File: config.mk
export PLATFORM = sky130hd
export DESIGN_NAME = ip_address_text_classifier_core
export DESIGN_NICKNAME = d
export VERILOG_FILES = /design/src/rtl/iatc_pkg.sv /design/src/rtl/iatc_tally.sv /design/src/rtl/ip_address_text_classifier_core.sv
export SDC_FILE = /design/constraint.sdc
export NUM_CORES = 1
export LEC_CHECK = 0
export BUFFER_PORTS_ARGS = -buffer_cell sky130_fd_sc_hd__buf_2
export CAP_MARGIN = 20
export CORE_ASPECT_RATIO = 0.7
export CORE_MARGIN = 5
export CORE_UTILIZATION = 61
export CTS_CLUSTER_DIAMETER = 50
export CTS_CLUSTER_SIZE = 10
export DETAILED_ROUTE_END_ITERATION = 16
export GPL_TIMING_DRIVEN = 0
export HOLD_SLACK_MARGIN = 0.05
export PLACE_DENSITY = 0.79
export SETUP_SLACK_MARGIN = 0.05
export SYNTH_ARGS = -nofsm -noshare
export SYNTH_HDL_FRONTEND = slang
export SYNTH_HIERARCHICAL = 1
export SYNTH_SLANG_ARGS = --single-unit
export TNS_END_PERCENT = 100
File: constraint.sdc
create_clock -name clk_i -period 3.8 [get_ports clk_i]
set_clock_uncertainty 0.15 [all_clocks]
set_input_delay 0.38 -clock clk_i [delete_from_list [all_inputs] [get_ports clk_i]]
set_output_delay 0.38 -clock clk_i [all_outputs]
set_load 0.005 [all_outputs]
File: src/rtl/iatc_pkg.sv
// Package for the address text classifier: types, character codes and group checks.
package iatc_pkg;

  // Class codes for one finished string
  typedef enum logic [1:0] {
    CLS_NONE = 2'd0,
    CLS_IPV4 = 2'd1,
    CLS_IPV6 = 2'd2
  } addr_class_e;

  // ASCII codes used by the character decode
  localparam logic [7:0] CHAR_DOT     = 8'h2E;
  localparam logic [7:0] CHAR_COLON   = 8'h3A;
  localparam logic [7:0] CHAR_ZERO    = 8'h30;
  localparam logic [7:0] CHAR_NINE    = 8'h39;
  localparam logic [7:0] CHAR_LOW_A   = 8'h61;
  localparam logic [7:0] CHAR_LOW_F   = 8'h66;
  localparam logic [7:0] CHAR_UP_A    = 8'h41;
  localparam logic [7:0] CHAR_UP_F    = 8'h46;

  // Limits of the two readings
  localparam logic [9:0] OCTET_MAX     = 10'd255;
  localparam logic [9:0] VALUE_SAT     = 10'd256;
  localparam logic [2:0] LEN_SAT       = 3'd7;
  localparam logic [2:0] DEC_LEN_MAX   = 3'd3;
  localparam logic [2:0] HEX_LEN_MAX   = 3'd4;
  localparam logic [3:0] DEC_GROUPS    = 4'd4;
  localparam logic [3:0] DEC_SEPS      = 4'd3;
  localparam logic [3:0] HEX_GROUPS    = 4'd8;
  localparam logic [3:0] HEX_SEPS      = 4'd7;
  localparam logic [3:0] COUNT_SAT     = 4'd15;

  // Running tallies for one string
  typedef struct packed {
    logic       at_start;
    logic       seen_dot;
    logic       seen_colon;
    logic       decimal_ok;
    logic       hex_ok;
    logic [2:0] group_length;
    logic       group_leading_zero;
    logic [9:0] group_value;
    logic [3:0] good_decimal_groups;
    logic [3:0] good_hex_groups;
    logic [3:0] separator_count;
  } tally_t;

  localparam tally_t TALLY_RESET = '{
    at_start:            1'b1,
    seen_dot:            1'b0,
    seen_colon:          1'b0,
    decimal_ok:          1'b1,
    hex_ok:              1'b1,
    group_length:        3'd0,
    group_leading_zero:  1'b0,
    group_value:         10'd0,
    good_decimal_groups: 4'd0,
    good_hex_groups:     4'd0,
    separator_count:     4'd0
  };

  function automatic logic [3:0] sat_inc(input logic [3:0] v);
    return (v < COUNT_SAT) ? 4'(v + 4'd1) : COUNT_SAT;
  endfunction

  // Decimal group: 1..3 digits, no leading zero on multi-digit, value <= 255
  function automatic logic dec_group_good(input tally_t t);
    return (t.group_length >= 3'd1) && (t.group_length <= DEC_LEN_MAX) &&
           !((t.group_length >= 3'd2) && t.group_leading_zero) &&
           (t.group_value <= OCTET_MAX);
  endfunction

  // Hex group: 1..4 digits
  function automatic logic hex_group_good(input tally_t t);
    return (t.group_length >= 3'd1) && (t.group_length <= HEX_LEN_MAX);
  endfunction

endpackage

File: src/rtl/iatc_tally.sv
// Per-character tally update and end-of-string classification.
module iatc_tally (
  input  logic                  clk_i,
  input  logic                  rst_ni,
  input  logic                  step_i,
  input  logic [7:0]            char_i,
  input  logic                  last_i,
  output iatc_pkg::addr_class_e class_o
);

  iatc_pkg::tally_t tally_q, tally_d;

  logic        is_dot, is_colon, is_digit, is_hex_letter;
  logic [3:0]  digit;
  logic [11:0] value_next;
  logic [3:0]  dec_cnt, hex_cnt;

  // Character decode
  assign is_dot        = (char_i == iatc_pkg::CHAR_DOT);
  assign is_colon      = (char_i == iatc_pkg::CHAR_COLON);
  assign is_digit      = (char_i >= iatc_pkg::CHAR_ZERO) && (char_i <= iatc_pkg::CHAR_NINE);
  assign is_hex_letter = ((char_i >= iatc_pkg::CHAR_LOW_A) && (char_i <= iatc_pkg::CHAR_LOW_F)) ||
                         ((char_i >= iatc_pkg::CHAR_UP_A) && (char_i <= iatc_pkg::CHAR_UP_F));
  assign digit         = 4'(char_i - iatc_pkg::CHAR_ZERO);
  assign value_next    = ({2'b00, tally_q.group_value} * 12'd10) + {8'd0, digit};

  // Next tally
  always_comb begin
    tally_d = tally_q;
    if (is_dot || is_colon) begin
      if (tally_q.at_start) begin
        tally_d.decimal_ok = 1'b0;
        tally_d.hex_ok     = 1'b0;
      end
      if (is_dot) begin
        tally_d.seen_dot = 1'b1;
        if (iatc_pkg::dec_group_good(tally_q)) begin
          tally_d.good_decimal_groups = iatc_pkg::sat_inc(tally_q.good_decimal_groups);
        end
      end else begin
        tally_d.seen_colon = 1'b1;
        if (iatc_pkg::hex_group_good(tally_q)) begin
          tally_d.good_hex_groups = iatc_pkg::sat_inc(tally_q.good_hex_groups);
        end
      end
      tally_d.separator_count    = iatc_pkg::sat_inc(tally_q.separator_count);
      tally_d.group_length       = 3'd0;
      tally_d.group_leading_zero = 1'b0;
      tally_d.group_value        = 10'd0;
    end else if (is_digit || is_hex_letter) begin
      if ((tally_q.group_length == 3'd0) && (char_i == iatc_pkg::CHAR_ZERO)) begin
        tally_d.group_leading_zero = 1'b1;
      end
      if (tally_q.group_length < iatc_pkg::LEN_SAT) begin
        tally_d.group_length = 3'(tally_q.group_length + 3'd1);
      end
      if (is_digit) begin
        tally_d.group_value = (value_next > {2'b00, iatc_pkg::VALUE_SAT}) ?
                              iatc_pkg::VALUE_SAT : value_next[9:0];
      end else begin
        tally_d.decimal_ok = 1'b0;
      end
    end else begin
      tally_d.decimal_ok = 1'b0;
      tally_d.hex_ok     = 1'b0;
    end
    tally_d.at_start = 1'b0;
  end

  // Close the open group and classify
  always_comb begin
    dec_cnt = iatc_pkg::dec_group_good(tally_d) ?
              iatc_pkg::sat_inc(tally_d.good_decimal_groups) : tally_d.good_decimal_groups;
    hex_cnt = iatc_pkg::hex_group_good(tally_d) ?
              iatc_pkg::sat_inc(tally_d.good_hex_groups) : tally_d.good_hex_groups;
    if (tally_d.decimal_ok && tally_d.seen_dot && !tally_d.seen_colon &&
        (dec_cnt == iatc_pkg::DEC_GROUPS) && (tally_d.separator_count == iatc_pkg::DEC_SEPS)) begin
      class_o = iatc_pkg::CLS_IPV4;
    end else if (tally_d.hex_ok && tally_d.seen_colon && !tally_d.seen_dot &&
                 (hex_cnt == iatc_pkg::HEX_GROUPS) &&
                 (tally_d.separator_count == iatc_pkg::HEX_SEPS)) begin
      class_o = iatc_pkg::CLS_IPV6;
    end else begin
      class_o = iatc_pkg::CLS_NONE;
    end
  end

  // Tally registers: back to reset after the last character
  always_ff @(posedge clk_i or negedge rst_ni) begin
    if (!rst_ni) begin
      tally_q <= iatc_pkg::TALLY_RESET;
    end else if (step_i) begin
      tally_q <= last_i ? iatc_pkg::TALLY_RESET : tally_d;
    end
  end

  // After a last character the next string starts fresh
  assert property (@(posedge clk_i) disable iff (!rst_ni)
    (step_i && last_i) |=> (tally_q == iatc_pkg::TALLY_RESET))
    else $error("tally not cleared after last character");

  // No separator counted means neither separator kind was seen
  assert property (@(posedge clk_i) disable iff (!rst_ni)
    (tally_q.separator_count == 4'd0) |-> (!tally_q.seen_dot && !tally_q.seen_colon))
    else $error("separator flags without separator count");

  // Good group counts never exceed separators seen
  assert property (@(posedge clk_i) disable iff (!rst_ni)
    (tally_q.good_decimal_groups <= tally_q.separator_count) &&
    (tally_q.good_hex_groups <= tally_q.separator_count))
    else $error("good group count above separator count");

endmodule

File: src/rtl/ip_address_text_classifier_core.sv
// Top level of the address text classifier: input register, tally, result register.
// A last character's class is written to the result register when its staged beat steps the tally.
// The block takes one character per cycle while in_stall_o is low.
// The input register is held only while its last-character beat waits on a stalled result.
// Reset (rst_ni low, asynchronous) empties both registers and returns the tally to its
// start-of-string state.
module ip_address_text_classifier_core (
  input  logic       clk_i,
  input  logic       rst_ni,
  input  logic       in_valid_i,
  output logic       in_stall_o,
  input  logic [7:0] char_code_i,
  input  logic       last_char_i,
  output logic       out_valid_o,
  input  logic       out_stall_i,
  output logic [1:0] address_class_o
);

  logic       in_valid_q;
  logic [7:0] char_q;
  logic       last_q;
  logic       out_valid_q;
  logic [1:0] class_q;
  logic       out_free, step, in_take;
  iatc_pkg::addr_class_e class_w;

  // Handshake: the staged beat moves unless it produces a result that cannot land
  assign out_free   = !out_valid_q || !out_stall_i;
  assign step       = in_valid_q && (!last_q || out_free);
  assign in_stall_o = in_valid_q && !step;
  assign in_take    = in_valid_i && !in_stall_o;

  // Input register
  always_ff @(posedge clk_i or negedge rst_ni) begin
    if (!rst_ni) begin
      in_valid_q <= 1'b0;
    end else if (!in_stall_o) begin
      in_valid_q <= in_valid_i;
    end
  end

  always_ff @(posedge clk_i) begin
    if (in_take) begin
      char_q <= char_code_i;
      last_q <= last_char_i;
    end
  end

  iatc_tally u_tally (
    .clk_i   (clk_i),
    .rst_ni  (rst_ni),
    .step_i  (step),
    .char_i  (char_q),
    .last_i  (last_q),
    .class_o (class_w)
  );

  // Result register
  always_ff @(posedge clk_i or negedge rst_ni) begin
    if (!rst_ni) begin
      out_valid_q <= 1'b0;
    end else if (out_free) begin
      out_valid_q <= step && last_q;
    end
  end

  always_ff @(posedge clk_i) begin
    if (step && last_q) begin
      class_q <= class_w;
    end
  end

  assign out_valid_o     = out_valid_q;
  assign address_class_o = class_q;

  // Stall only ever comes from a staged last character
  assert property (@(posedge clk_i) disable iff (!rst_ni)
    in_stall_o |-> (in_valid_q && last_q && out_valid_q && out_stall_i))
    else $error("input stalled without a blocked result");

  // A new result beat comes only from a stepped last character
  assert property (@(posedge clk_i) disable iff (!rst_ni)
    (out_valid_q && !($past(out_valid_q) && $past(out_stall_i))) |->
      ($past(step) && $past(last_q)))
    else $error("result beat without a last character");

  // Class code 3 never leaves the block
  assert property (@(posedge clk_i) disable iff (!rst_ni)
    out_valid_q |-> (class_q != 2'd3))
    else $error("invalid class code on result");

endmodule

==> results of run 1 <==
layer usage:
metal / GRT usage [%] / part of all wire (%) / routed length, um / up-vias
li1: - / - / - / 1470
met1: 36.8 / 47 / 4000 / 1471
met2: 35.5 / 42 / 3590 / 149
met3: 6.69 / 9.6 / 823 / 17
met4: 6.21 / 1.7 / 148 / 0
met5: 0 / 0 / 0 / -
layout by cell type (no fill, tap or decap), drive strengths merged, types with 3 or more instances in the layout:
cell and instances:
inv 31, nand3b 3, clkbuf 11, mux2i 8, a211o 3, o2111ai 3, nor4 5, xor2 10
or3 6, dfrtp 30, a31oi 6, ha 28, a2111oi 4, nor4b 3, edfxtp 11, o21ai 14
a21oi 22, and3 6, a211oi 5, nor2b 5, buf 23, o21a 3, nand2b 7, and2 4
or2 5, o2bb2ai 4, a22o 5, nand4b 3, nand3 13, nor3 10, o22ai 9, nor2 14
nand4 7, o211ai 7, dfstp 3, nand2 28, o31ai 6, a21o 4
state kept, by name (all words and copies together) (netlist names):
signal           count
address_class_o      2
char_q               8
in_valid_q           1
last_q               1
out_valid_o          1
u_tally/tally_q     31
how the worst min path moves through the flow:
stage          slack, ns                  end  cells past startpoint      startpoint
2_1_floorplan      -0.07           in_valid_q                      0          rst_ni
3_3_place_gp        0.35  u_tally/tally_q[24]                      1          rst_ni
3_5_place_dp        0.36  u_tally/tally_q[23]                      1          rst_ni
4_1_cts             0.08            char_q[2]                      1  char_code_i[2]
5_1_grt             0.07            char_q[3]                      1  char_code_i[3]
6_report            0.09            char_q[3]                      1  char_code_i[3]
power by group through the flow:
stage / sequential (mW) / clock, mW / combinational, mW
after floorplan: 0.533 / 0 / 0.0964
after detailed placement: 0.539 / 0 / 0.142
after CTS: 0.529 / 0.299 / 0.145
after global placement: 0.537 / 0 / 0.138
final: 0.530 / 0.297 / 0.150
after global routing: 0.533 / 0.327 / 0.164
timing repair:
| action | 4_1_cts | 5_1_grt |
|---|---|---|
| gates resized for setup | 0 | 4 |
| hold buffers | 1 | 0 |
| endpoints found under the hold margin | 30 | 0 |
| endpoints found under the setup margin | 0 | 3 |
| setup buffers | 0 | 0 |
cell type report:
class	instances	area (um^2)	area share [%]
plain buffers	12	55.1	1.47
clock buffers	6	72.6	1.94
inverters	31	116	3.11
well taps	72	90.1	2.41
flip-flops and latches	44	1160	31.0
repair buffers	17	90.1	2.41
multi-input cells	289	2140	57.3
clock inverters	2	12.5	0.335
cell families (layout without fill, tap and decap cells):
group / after synthesis / count (layout) / share of synthesized area [%]
adders and majority gates: 30 / 30 / 11.3
DFF: 44 / 44 / 33.6
muxes: 10 / 10 / 2.97
xor gates and xnor gates: 12 / 12 / 3.05
AOI/OAI and AO/OA: 109 / 109 / 22.6
buffers and inverters: 43 / 68 / 4.97
and+or+nand+nor: 128 / 128 / 21.5
per-stage QoR:
stage                     setup WS (ns)  hold WS, ns  area, um^2  cells  power (mW)
after floorplan                   0.689      -0.0656        3450    376       0.629
after global placement            0.348        0.349        3620    464       0.675
after detailed placement          0.285        0.364        3620    464       0.680
after CTS                         0.260       0.0840        3720    473       0.973
after global routing             0.0388       0.0714        3740    473        1.02
final                             0.316       0.0891        3740    473       0.976
critical path, stage by stage, from the launching register on:
cell and delay [ns]:
dfrtp_1 0.45, ha_1 0.30, ha_1 0.17, inv_1 0.06, fa_1 0.41, nor2b_1 0.24
o21ai_0 0.13, a211oi_1 0.40, nand3_1 0.21, a2111oi_2 0.40, o31ai_1 0.17, mux2i_1 0.14
==> out/metrics.yaml, run 1 <==
outcome:
  status: "finished, final reports clean"
cts:
  clk_pin_slew_ns: 0.09
  clockBufferDepth: 2
  cts.sinks: 44
  cts_tree: "yes"
  htree_num_levels: 2
  cts_root_buf: "clkbuf_8"
  cts_buffers: 5
  clk-insertion-delay-late_ns: 0.31
global_routing:
  grt_start_max_net_pins: 34
  grt_pass1_vias: 2884
  antenna_found_initial: 0
  grt.total_usage_pct: 24.7
  grt_pass1_wl_um: 14200
  grt_overflow_total: 0
die:
  num_io_pins: 17
  core_region_area_um2: 5370
  initial_core_util_pct: 64.3
  dieHeight_um: 72.9
  die_w_um: 99.9
  num_rows: 22
  die_area_um2: 7290
critical_path:
  crit_path_start: "u_tally/tally_q[13]"
  cp.arrival_ns: 3.39
  path_max_fanout: 4
  reg2reg_to: "address_class_o[0]"
  rr_worst_depth: 11
  crit_required_ns: 3.70
  cp-endpoint: "address_class_o[0]"
  critPathLaunchType: "flip-flop"
  r2r_start: "u_tally/tally_q[13]"
  setup.worst_path.end_class: "flip-flop"
  reg2reg_slack_ns: 0.32
  path_class: "flip-flop to flip-flop"
sta:
  finalHoldViolCount: 0
  fin_crit_sh_pct: 91.7
  setup_tns_ns: 0
  fin_crit_ns: 3.48
  max-slew-margin-rel_pct: 46.8
  slew_violations: 0
  tightest_slew_ns: 0.799
  fmax_ghz: 0.287
  rsz0062_at_grt: "true"
  finalSetupViolCount: 0
drt:
  dr.pass1.iters: 5
  drc_errors: 0
  vias_per_cell: 6.57
  ant_nets: 0
  num_vias: 3107
  drt_first_iter_violations: 211
  wl_um: 8560
  wl_per_cell_um: 18.1
synthesis:
  synthDominantCellAreaShare_pct: 21.8
  synth_area_leaders: "dfrtp_1 22%, ha_1 10%, edfxtp_1 9.6%"
  synth.most_common_cell: "inv_1"
  synth_cells: 376
  yosys_most_used_dff: "dfrtp_1"
  netlist_top_cells_count: "31 x inv_1, 30 x dfrtp_1, 28 x ha_1, 28 x nand2_1, 20 x a21oi_1"
  yosysUniqueCellTypes: 74
  async_flop_share_pct: 75.0
  yosysWarnings: 6
  synth_top_cell_by_area: "dfrtp_1"
  ys_seq_area_share_pct: 33.6
  synth_edf_count: 11
  synth_fp_nets: 419
  synth-seq-cells: 44
  synthesis.area_um2: 3450
  avgSynthCellArea_um2: 9.18
run:
  drv_cap: 0
placed_design:
  port-buffer-count: 16
  place_hpwl_um: 6360
  gp_congestion: 0.922
finish:
  n_antenna_cell: 0
  syn_to_final_growth_pct: 8.38
  fin_util_pct: 69.7
  nNetsFinal: 443
  fillers: 450
  drive_gt1_share_pct: 13.5
power:
  power_frac_comb_pct: 15.3
  switching_share_pct: 29.1
  pwr-share-clk_pct: 30.4
  seqPwrFrac_pct: 54.3
  power_density_nw_per_um2: 261
  switchingPower_mw: 0.284
  internal_power_mw: 0.692
  ir_drop_mv: 0.244
  leakagePower_nw: 1.66
min_path:
  hold_class: "input port to flip-flop"
Power figures use the tool's default switching activity.
==> run 2, diff against run 1 <==
REMOVE_ABC_BUFFERS = 1   (was not set)
==> out/metrics.yaml, run 2 (same netlist as run 1, synthesis figures left out) <==
die:
  core_region_area_um2: 5370
  num_io_pins: 17
  dieHeight_um: 72.9
  initial_core_util_pct: 64.3
  num_rows: 22
  die_w_um: 99.9
  die_area_um2: 7290
finish:
  layout.cells.most_common: "inv_1"
  ff_latch_area_um2: 1160
  largest_reg_flops: 31
  drive_gt1_share_pct: 12.3
  fillers: 425
  n_antenna_cell: 0
  largest_register: "u_tally/tally_q"
  multi_input_area_um2: 2130
  fin_util_pct: 68.8
  syn_to_final_growth_pct: 7.07
  mostFrequentLayoutCells: "31 x inv_1, 30 x dfrtp_1, 28 x nand2_1, 28 x ha_1, 20 x a21oi_1"
  design_area_um2: 3690
  nNetsFinal: 433
  instances_no_fill: 463
sta:
  finalHoldViolCount: 0
  rsz0062_at_grt: "false"
  slew_violations: 0
  finalSetupViolCount: 0
  max-slew-margin-rel_pct: 46.1
  tightest_slew_ns: 0.809
  fmax_ghz: 0.277
  fin_crit_sh_pct: 95.1
  fin_crit_ns: 3.62
cts:
  cts_tree: "yes"
  cts.sinks: 44
  clk-insertion-delay-late_ns: 0.30
  cts-resized-gates: 0
  htree_num_levels: 2
  clockBufferDepth: 2
  cts_root_buf: "clkbuf_8"
  clk_pin_slew_ns: 0.09
  cts_buffers: 5
power:
  ir_drop_mv: 0.184
  total_power_mw: 0.983
  power_density_nw_per_um2: 266
  leakagePower_nw: 1.63
drt:
  vias_per_cell: 6.51
  num_vias: 3016
  dr.pass1.iters: 5
  drt_first_iter_violations: 266
  ant_nets: 0
  wl_um: 8120
  drc_errors: 0
  wl_per_cell_um: 17.5
min_path:
  min-delay-start: "char_code_i[3]"
  hold_class: "input port to flip-flop"
run:
  drv_cap: 0
placed_design:
  gp_congestion: 0.926
  place_hpwl_um: 6060
  port-buffer-count: 16
  placed_area_um2: 3580
  dp_cells: 453
global_routing:
  grt_util_met1_pct: 36.6
  grt_start_max_net_pins: 34
  grt_util_met2_pct: 33.5
  grt.total_usage_pct: 23.7
  grt_overflow_total: 0
  met3_usage_pct: 5.64
  grt_pass1_vias: 2815
  top_usage_layer: "met1"
  antenna_found_initial: 0
  grt_pass1_wl_um: 13700
critical_path:
  reg2reg_to: "address_class_o[0]"
  setup.worst_path.end_class: "flip-flop"
  rr_worst_depth: 9
  reg2reg_slack_ns: 0.18
  cp.arrival_ns: 3.51
  crit_required_ns: 3.70
  path_class: "flip-flop to flip-flop"
  path_max_fanout: 6
  cp-endpoint: "address_class_o[0]"
  r2r_start: "u_tally/tally_q[16]"
  critPathLaunchType: "flip-flop"
  crit_path_start: "u_tally/tally_q[16]"
outcome:
  status: "finished, final reports clean"
[run 2: cell type report]
type                            instances  area share, %
Multi-Input combinational cell        289           57.5
Sequential cell                        44           31.4
Inverter                               31           3.15
Timing Repair Buffer                   19           2.95
Tap cell                               72           2.44
Clock buffer                            7           2.34
Clock inverter                          1          0.203
[run 2: timing repair]
| item | CTS | global route |
|---|---|---|
| setup buffers | 0 | 1 |
| setup endpoints to repair | 0 | 6 |
| hold endpoints to repair | 22 | 0 |
| hold buffers | 1 | 0 |
[run 2: how the worst min path moves through the flow]
stage | end | cells past startpoint
finish | char_q[3] | 1
global route | char_q[0] | 1
CTS | char_q[3] | 1
floorplan | in_valid_q | 0
detailed placement | u_tally/tally_q[25] | 1
global placement | u_tally/tally_q[19] | 2
[run 2: power by group]
group	internal [mW]	switching [mW]
clock	0.148	0.163
combinational	0.0531	0.0811
sequential	0.509	0.0289
total	0.710	0.273
[run 2: through the flow]
stage | hold slack (ns) | worst slack, ns | setup TNS (ns)
floorplan | -0.0656 | 0.689 | 0
global placement | 0.351 | -0.168 | -0.978
detailed placement | 0.367 | 0.312 | 0
CTS | 0.0960 | 0.299 | 0
global route | 0.0834 | 0.0680 | 0
finish | 0.104 | 0.185 | 0
[run 2: metal layers]
| metal | share of wire (%) | wire length (um) |
|---|---|---|
| met2 | 42 | 3420 |
| met3 | 7.6 | 615 |
| met4 | 0.62 | 50 |
| met5 | 0 | 0 |
| met1 | 50 | 4040 |
[run 2: critical path, stage by stage, from the launching register on]
cell and delay [ns]:
dfrtp_1 0.43, ha_1 0.32, ha_1 0.30, a211o_1 0.41
and4_1 0.24, a2111oi_1 0.66, or3_1 0.27, a2111oi_2 0.05
o31ai_1 0.40, mux2i_1 0.13
